File: config.mk
export PLATFORM = sky130hd
export DESIGN_NAME = nbg_divsqrt
export DESIGN_NICKNAME = d
export VERILOG_FILES = /design/src/nbg_pkg.sv /design/src/nbg_divsqrt.sv
export SDC_FILE = /design/constraint.sdc
export NUM_CORES = 1
export LEC_CHECK = 0
export BUFFER_PORTS_ARGS = -buffer_cell sky130_fd_sc_hd__buf_2
export CORE_MARGIN = 2
export CORE_UTILIZATION = 47
export CTS_CLUSTER_DIAMETER = 120
export CTS_CLUSTER_SIZE = 28
export DETAILED_ROUTE_END_ITERATION = 16
export PLACE_DENSITY = 0.75
export SYNTH_ARGS = -nofsm -noshare
export SYNTH_HDL_FRONTEND = slang
export SYNTH_SLANG_ARGS = --single-unit
File: constraint.sdc
create_clock -name clk -period 15.55 [get_ports clk]
set_input_delay 1.555 -clock clk [delete_from_list [all_inputs] [get_ports clk]]
set_output_delay 1.555 -clock clk [all_outputs]
set_load 0.02 [all_outputs]
File: src/nbg_pkg.sv
package nbg_pkg;

  // Body storage size; a step uses at most 64 bodies.
  localparam int BODIES  = 64;
  localparam int NMAX    = (BODIES < 64) ? BODIES : 64;
  localparam int IDX_W   = $clog2(BODIES);
  localparam int ADDR3_W = $clog2(BODIES * 3);

  // Input item modes
  localparam logic MODE_LOAD = 1'b0;
  localparam logic MODE_STEP = 1'b1;

  // Configuration register indexes
  typedef enum logic [1:0] {
    CFG_GRAVITY   = 2'd0,
    CFG_TIME_STEP = 2'd1,
    CFG_ACTIVE    = 2'd2
  } cfg_reg_t;

  // Saturation limits
  localparam logic [45:0] S_CAP = {46{1'b1}};
  localparam logic [48:0] C_CAP = 49'h1_0000_0000_0000;
  localparam logic [46:0] E_CAP = {47{1'b1}};
  localparam logic [47:0] P_CAP = 48'h8000_0000_0000;
  localparam logic signed [51:0] A_MAX = 52'sh0_1000_0000_0000;
  localparam logic signed [51:0] A_MIN = -52'sh0_1000_0000_0000;

  // Divide / root unit handshake
  typedef struct packed {
    logic start;
    logic root;
  } ds_ctrl_t;

  typedef struct packed {
    logic busy;
    logic done;
  } ds_stat_t;

  function automatic logic signed [31:0] sat32(input logic signed [51:0] v);
    if (v > 52'sd2147483647) begin
      return 32'sh7fff_ffff;
    end else if (v < -52'sd2147483648) begin
      return 32'sh8000_0000;
    end
    return v[31:0];
  endfunction

  function automatic logic [31:0] mag32(input logic signed [31:0] v);
    return v[31] ? 32'(-v) : 32'(v);
  endfunction

  // Word address of axis k of a body
  function automatic logic [ADDR3_W-1:0] body_addr(input logic [5:0] idx,
                                                    input logic [1:0] k);
    return ADDR3_W'(int'(idx) * 3 + int'(k));
  endfunction

endpackage

File: src/nbg_divsqrt.sv
// Shared restoring divider (64 by 32 bits, one quotient bit a cycle) and
// integer square root (64 bits, one root bit a cycle).
module nbg_divsqrt (
  input  logic             clk,
  input  logic             rst_n,
  input  nbg_pkg::ds_ctrl_t ctrl,
  input  logic [63:0]      num,
  input  logic [31:0]      den,
  output nbg_pkg::ds_stat_t stat,
  output logic [63:0]      q
);

  localparam logic [6:0] DIV_STEPS  = 7'd64;
  localparam logic [6:0] ROOT_STEPS = 7'd32;

  logic        busy_r;
  logic        done_r;
  logic        root_r;
  logic [6:0]  cnt_r;
  logic [63:0] x_r;
  logic [34:0] rem_r;
  logic [31:0] den_r;
  logic [63:0] q_r;

  logic [34:0] rsh;
  logic [34:0] trial;
  logic        ge;
  logic [34:0] rem_nxt;

  // One trial subtract per cycle
  always_comb begin
    if (root_r) begin
      rsh   = {rem_r[32:0], x_r[63:62]};
      trial = {1'b0, q_r[31:0], 2'b01};
    end else begin
      rsh   = {rem_r[33:0], x_r[63]};
      trial = {3'b000, den_r};
    end
    ge      = (rsh >= trial);
    rem_nxt = ge ? (rsh - trial) : rsh;
  end

  always_ff @(posedge clk) begin
    if (!rst_n) begin
      busy_r <= 1'b0;
      done_r <= 1'b0;
    end else begin
      done_r <= 1'b0;
      if (ctrl.start) begin
        busy_r <= 1'b1;
        root_r <= ctrl.root;
        cnt_r  <= ctrl.root ? ROOT_STEPS : DIV_STEPS;
        x_r    <= num;
        rem_r  <= '0;
        den_r  <= den;
        q_r    <= '0;
      end else if (busy_r) begin
        rem_r <= rem_nxt;
        q_r   <= {q_r[62:0], ge};
        x_r   <= root_r ? {x_r[61:0], 2'b00} : {x_r[62:0], 1'b0};
        cnt_r <= cnt_r - 7'd1;
        if (cnt_r == 7'd1) begin
          busy_r <= 1'b0;
          done_r <= 1'b1;
        end
      end
    end
  end

  assign stat.busy = busy_r;
  assign stat.done = done_r;
  assign q         = q_r;

endmodule

Word-level counts from Yosys, hierarchy flattened. Index checks and enable logic that the tools add are counted.

Bitwise logic cells: 2. Magnitude comparators: 1. Eq/ne operators: 1. Reductions and logical operators: 4. Add/sub/neg operators: 2. Muxes and demuxes: 15.

Operators with widths (number): 64-bit 2-to-1 mux (4); 34-bit 2-to-1 mux (3); 35-bit by 34-bit >= comparator with 1-bit output (1); 35-bit 2-to-1 mux (1); 34-bit subtractor (1); 7-bit 2-to-1 mux (3); 7-bit by 1-bit equality test with 1-bit output, second input constant (1); 7-bit by 1-bit subtractor with 7-bit output, second input constant (1); 1-bit 2-to-1 mux (4); 2-bit AND reduction (2); 3-bit OR reduction (1); 1-bit inverter (2); 2-bit nonzero test (1).

Word-level logic and storage cells: 33. Register bits: 204. Output and inout bits: 66. Input port bits: 100.

Longest topological paths before layout.
Depth in word-level cells: 4. Gate-level depth with buffers: 16. Mapped depth without buffers: 11.

Worst setup path before layout. No wires, ideal clock.

Path kind: input port to flip-flop. From: input port ctrl[1] in the netlist's numbering. To: register cnt_r[0], enable pin. Slack: 9.091 ns. Arrival time: 5.915 ns. Path buffers: 2. Stages: 3. Data required time: 15.005 ns. Library setup time: 0.545 ns. Cell sequence: clkbuf_1 clkbuf_1 o21a_1.

Cells in the longest elaborated chain, start to end: 2.

Ends and longest elaborated chain: start, declared (line nbg_divsqrt.sv:6) `input nbg_pkg::ds_ctrl_t ctrl,`; 2-bit nonzero test (no source line); 2-bit AND reduction (no source line); end signal, assigned (line nbg_divsqrt.sv:52) `cnt_r <= ctrl.root ? ROOT_STEPS : DIV_STEPS;`; end signal, assigned (line nbg_divsqrt.sv:61) `cnt_r <= cnt_r - 7'd1;`; end, declared (line nbg_divsqrt.sv:19) `logic [6:0] cnt_r;`.

No other way between the ends. A chain may end at the register's enable or synchronous reset.

Worst setup path after layout.
From: register root_r. To: register rem_r[1], data pin.

Cells in the longest elaborated chain, start to end: 4. Elaborated cells between the ends (all ways): 6. Those cells by class: add/sub: 1; order compare: 1; mux: 4.

Ends and longest elaborated chain: start, declared (line nbg_divsqrt.sv:18) `logic root_r;`; start signal, assigned (line nbg_divsqrt.sv:51) `root_r <= ctrl.root;`; 35-bit 2-to-1 mux / 34-bit 2-to-1 mux (equally long branches) (line nbg_divsqrt.sv:32) `if (root_r) begin`; 34-bit subtractor / 35-bit by 34-bit >= comparator with 1-bit output (equally long branches) (line nbg_divsqrt.sv:40, nbg_divsqrt.sv:39); 34-bit 2-to-1 mux (*) (line nbg_divsqrt.sv:40) `rem_nxt = ge ? (rsh - trial) : rsh;`; 34-bit 2-to-1 mux (*) (line nbg_divsqrt.sv:57) `end else if (busy_r) begin`; end signal, assigned (line nbg_divsqrt.sv:58) `rem_r <= rem_nxt;`; end, declared (line nbg_divsqrt.sv:21) `logic [34:0] rem_r;`.

Every way passes the cells marked *; elsewhere a longest branch is shown, timed or not. The select of a mux whose other input is x is not followed.

==> impl_metrics.env <==
export IMPL_dieHeight_um=160
export IMPL_max_slew_margin_rel_pct=16.2
export IMPL_antenna_found_initial=3
export IMPL_critPathRequiredTime_ps=15860
export IMPL_via_per_inst=5.63
export IMPL_initialDrtViolationCount=656
export IMPL_slowest_delay_ps=900
export IMPL_critPathArrivalTime_ps=6050
export IMPL_finalCriticalPeriod_ps=5750
export IMPL_synth_top_cell_by_area="edfxtp_1"
export IMPL_hold_start="busy_r"
export IMPL_finClkSkew_ps=26.8
export IMPL_nFillCells=2066
export IMPL_cap_violations=0
export IMPL_die_w_um=160
export IMPL_cts_buffers=11
export IMPL_post_place_cells=1420
export IMPL_hold_path_class="register to register"
export IMPL_use_met3_pct=2.32
export IMPL_path_max_fanout=56
export IMPL_dpl_hpwl_um=17000
export IMPL_seq_area_frac_synth_pct=53.7
export IMPL_grt_use_total_pct=19.2
export IMPL_utilization_pct=53.9
export IMPL_syn_to_final_growth_pct=11.9
export IMPL_timing_rr_end="rem_r[1]"
export IMPL_cts_resized=0
export IMPL_path_delay_family="compound AO/OA/AOI/OAI gates"
export IMPL_p_per_area_nw_per_um2=111
export IMPL_port_buffers=165
export IMPL_dr_pass1_iters=5
export IMPL_yosys_warnings=0
export IMPL_finalCritPeriodShare_pct=37.0
export IMPL_placed_area_sq_um=12400
export IMPL_core_area_sq_um=23600
export IMPL_drt_wirelength_per_cell_um=17.7
export IMPL_top_usage_layer="met2"
export IMPL_drc=0
export IMPL_r2r_start="root_r"
export IMPL_timing_final_max_slew_violations=0
export IMPL_status="complete, no violations"
export IMPL_worstPathCellList="buf_4 -> buf_4 -> mux2_2 -> ha_1 -> and3_1 -> o21a_1 -> or3_4 -> o21ai_2 -> a2111oi_4 -> o21ai_2 -> nand2_1 -> a211oi_1"
export IMPL_leakage_nw=5.01
export IMPL_synthFlopType="edfxtp_1"
export IMPL_worst_pin_slew_ps=1260
export IMPL_layout_common_cells="edfxtp_1, buf_2, mux2i_1, nand2_1, o21ai_0"
export IMPL_synth_async_sr_flop_share_pct=0
export IMPL_cts_tree="built"
export IMPL_r2r_cells=12
export IMPL_path_clk_slew_ps=110
export IMPL_rrSetupSlack_ps=9800
export IMPL_netlist_area_sq_um=11400
export IMPL_path_buf_inv=2
export IMPL_fin_setup_tns_ps=0
export IMPL_ir_worst_vdd_uv=57.0
export IMPL_fmax_ghz=0.174
export IMPL_overflow=0
export IMPL_start_util_pct=48.1
export IMPL_synthCells=989
export IMPL_grt_util_met1_pct=28.0
export IMPL_synth_edf_count=202
export IMPL_clk_latency_ps=490
export IMPL_hold_viol=0
export IMPL_grt_pass1_wl_um=40500
export IMPL_setup_viol=0
export IMPL_crit_path_top_delay_cell="o21ai_2"
export IMPL_rsz0062_at_grt="false"
export IMPL_cts_hold_buf=0
export IMPL_synth_seq_cells=204
export IMPL_hold_end="done_r"
export IMPL_avgSynthCellArea_sq_um=11.5
export IMPL_min_path_cells=2
export IMPL_netlist_top_cells_area="edfxtp_1, mux2i_1, ha_1"
export IMPL_grt_max_degree=99
export IMPL_clkSinkCount=204
export IMPL_drive_above_1_share_pct=21.6
export IMPL_layout_commonest_cell="edfxtp_1"
export IMPL_cts_buffer_depth=3
export IMPL_antenna_left=0
export IMPL_fin_area_sq_um=12700
export IMPL_die_area_sq_um=25400
export IMPL_netlist_cell_type_count=63
export IMPL_post_cts_buffers=0
export IMPL_yosysTopAreaCellShare_pct=53.4
export IMPL_grt_pass1_vias=7857
export IMPL_routed_wl_um=25500
export IMPL_startpoint_type="register"
export IMPL_vias=8097
export IMPL_finalNonFillerCells=1438
export IMPL_row_count=56
export IMPL_cts_root_buf="clkbuf_16"
export IMPL_htreeDepth=1
export IMPL_nets=1251
export IMPL_gp_congestion=0.915
export IMPL_endpoint_kind="register"
export IMPL_io_pins=166
export IMPL_setup_worst_path_class="register to register"
export IMPL_met2_usage_pct=30.3
export IMPL_syn_num_nets=1126
[cell usage after synthesis, types with 5 or more instances]
library cell,n
a211o_1,5
a211oi_1,5
a211oi_2,6
a21o_1,12
a21oi_1,52
a31oi_1,8
and2_1,6
and3_1,9
buf_1,13
buf_2,8
clkbuf_1,35
edfxtp_1,202
ha_1,36
inv_1,18
mux2_2,34
mux2i_1,93
nand2_1,93
nand3_1,29
nand4_1,5
nor2_1,25
nor2b_1,71
nor3_1,22
o21a_1,11
o21ai_0,85
o21ai_1,7
o21bai_1,5
o22ai_1,5
o311ai_0,5
or3_1,6
xnor2_1,15
xor2_1,10
[sequential cells by signal (all words and copies together) (netlist names)]
| register | flops |
|---|---|
| rem_r | 34 |
| q | 64 |
| den_r | 32 |
| root_r | 1 |
| x_r | 64 |
| done_r | 1 |
| busy_r | 1 |
| cnt_r | 7 |
[logic make-up after synthesis]
family	Yosys count	share of synthesized area, %
compound gates	240	13.5
xor+xnor	25	1.93
mux	127	11.6
simple gates	278	12.3
fa+ha+maj	37	4.14
flops	204	53.7
buf+inv	78	2.86
[layer usage]
layer / part of all wire, % / wire [um]
met5: 0 / 0
met4: 2.0 / 502
met3: 4.5 / 1140
met2: 46 / 11700
met1: 48 / 12100
[worst reg2reg max path, stage by stage (launching register included)]
cell,delay (ps)
edfxtp_1,360
buf_4,440
buf_4,790
mux2_2,460
ha_1,380
and3_1,210
o21a_1,200
or3_4,390
o21ai_2,230
a2111oi_4,130
o21ai_2,900
nand2_1,720
a211oi_1,390
[worst max path at each step]
stage / startpoint / end / slack [ps] / depth (start not counted)
after CTS: root_r / rem_r[1] / 9800 / 12
after detailed placement: root_r / rem_r[1] / 9830 / 12
after floorplan: ctrl[1] / cnt_r[0] / 9090 / 3
after global placement: root_r / rem_r[1] / 9990 / 12
final: root_r / rem_r[1] / 9800 / 12
after global routing: root_r / rem_r[1] / 9430 / 12
[final cells by class]
type	count	area [sq um]	area share, %
diodes	3	7.51	0.0590
clock buffers	13	283	2.22
well taps	319	399	3.14
flip-flops and latches	204	6110	48.0
multi-input cells	707	4940	38.9
inverters	18	67.6	0.531
repair buffers	172	885	6.96
clock inverters	2	25.0	0.197
[stage by stage]
stage	hold slack [ps]	worst slack, ps	power [mW]
floorplan	435	9090	1.01
global placement	454	9990	1.09
detailed placement	464	9830	1.10
CTS	475	9800	1.42
global route	497	9430	1.49
finish	464	9800	1.41
[report_power, final]
part           total [mW]  internal, mW  switching, mW
Sequential          0.685         0.663         0.0217
Combinational       0.412         0.168          0.243
Clock               0.315         0.135          0.181
No activity file was read; power rests on OpenSTA's default activity.
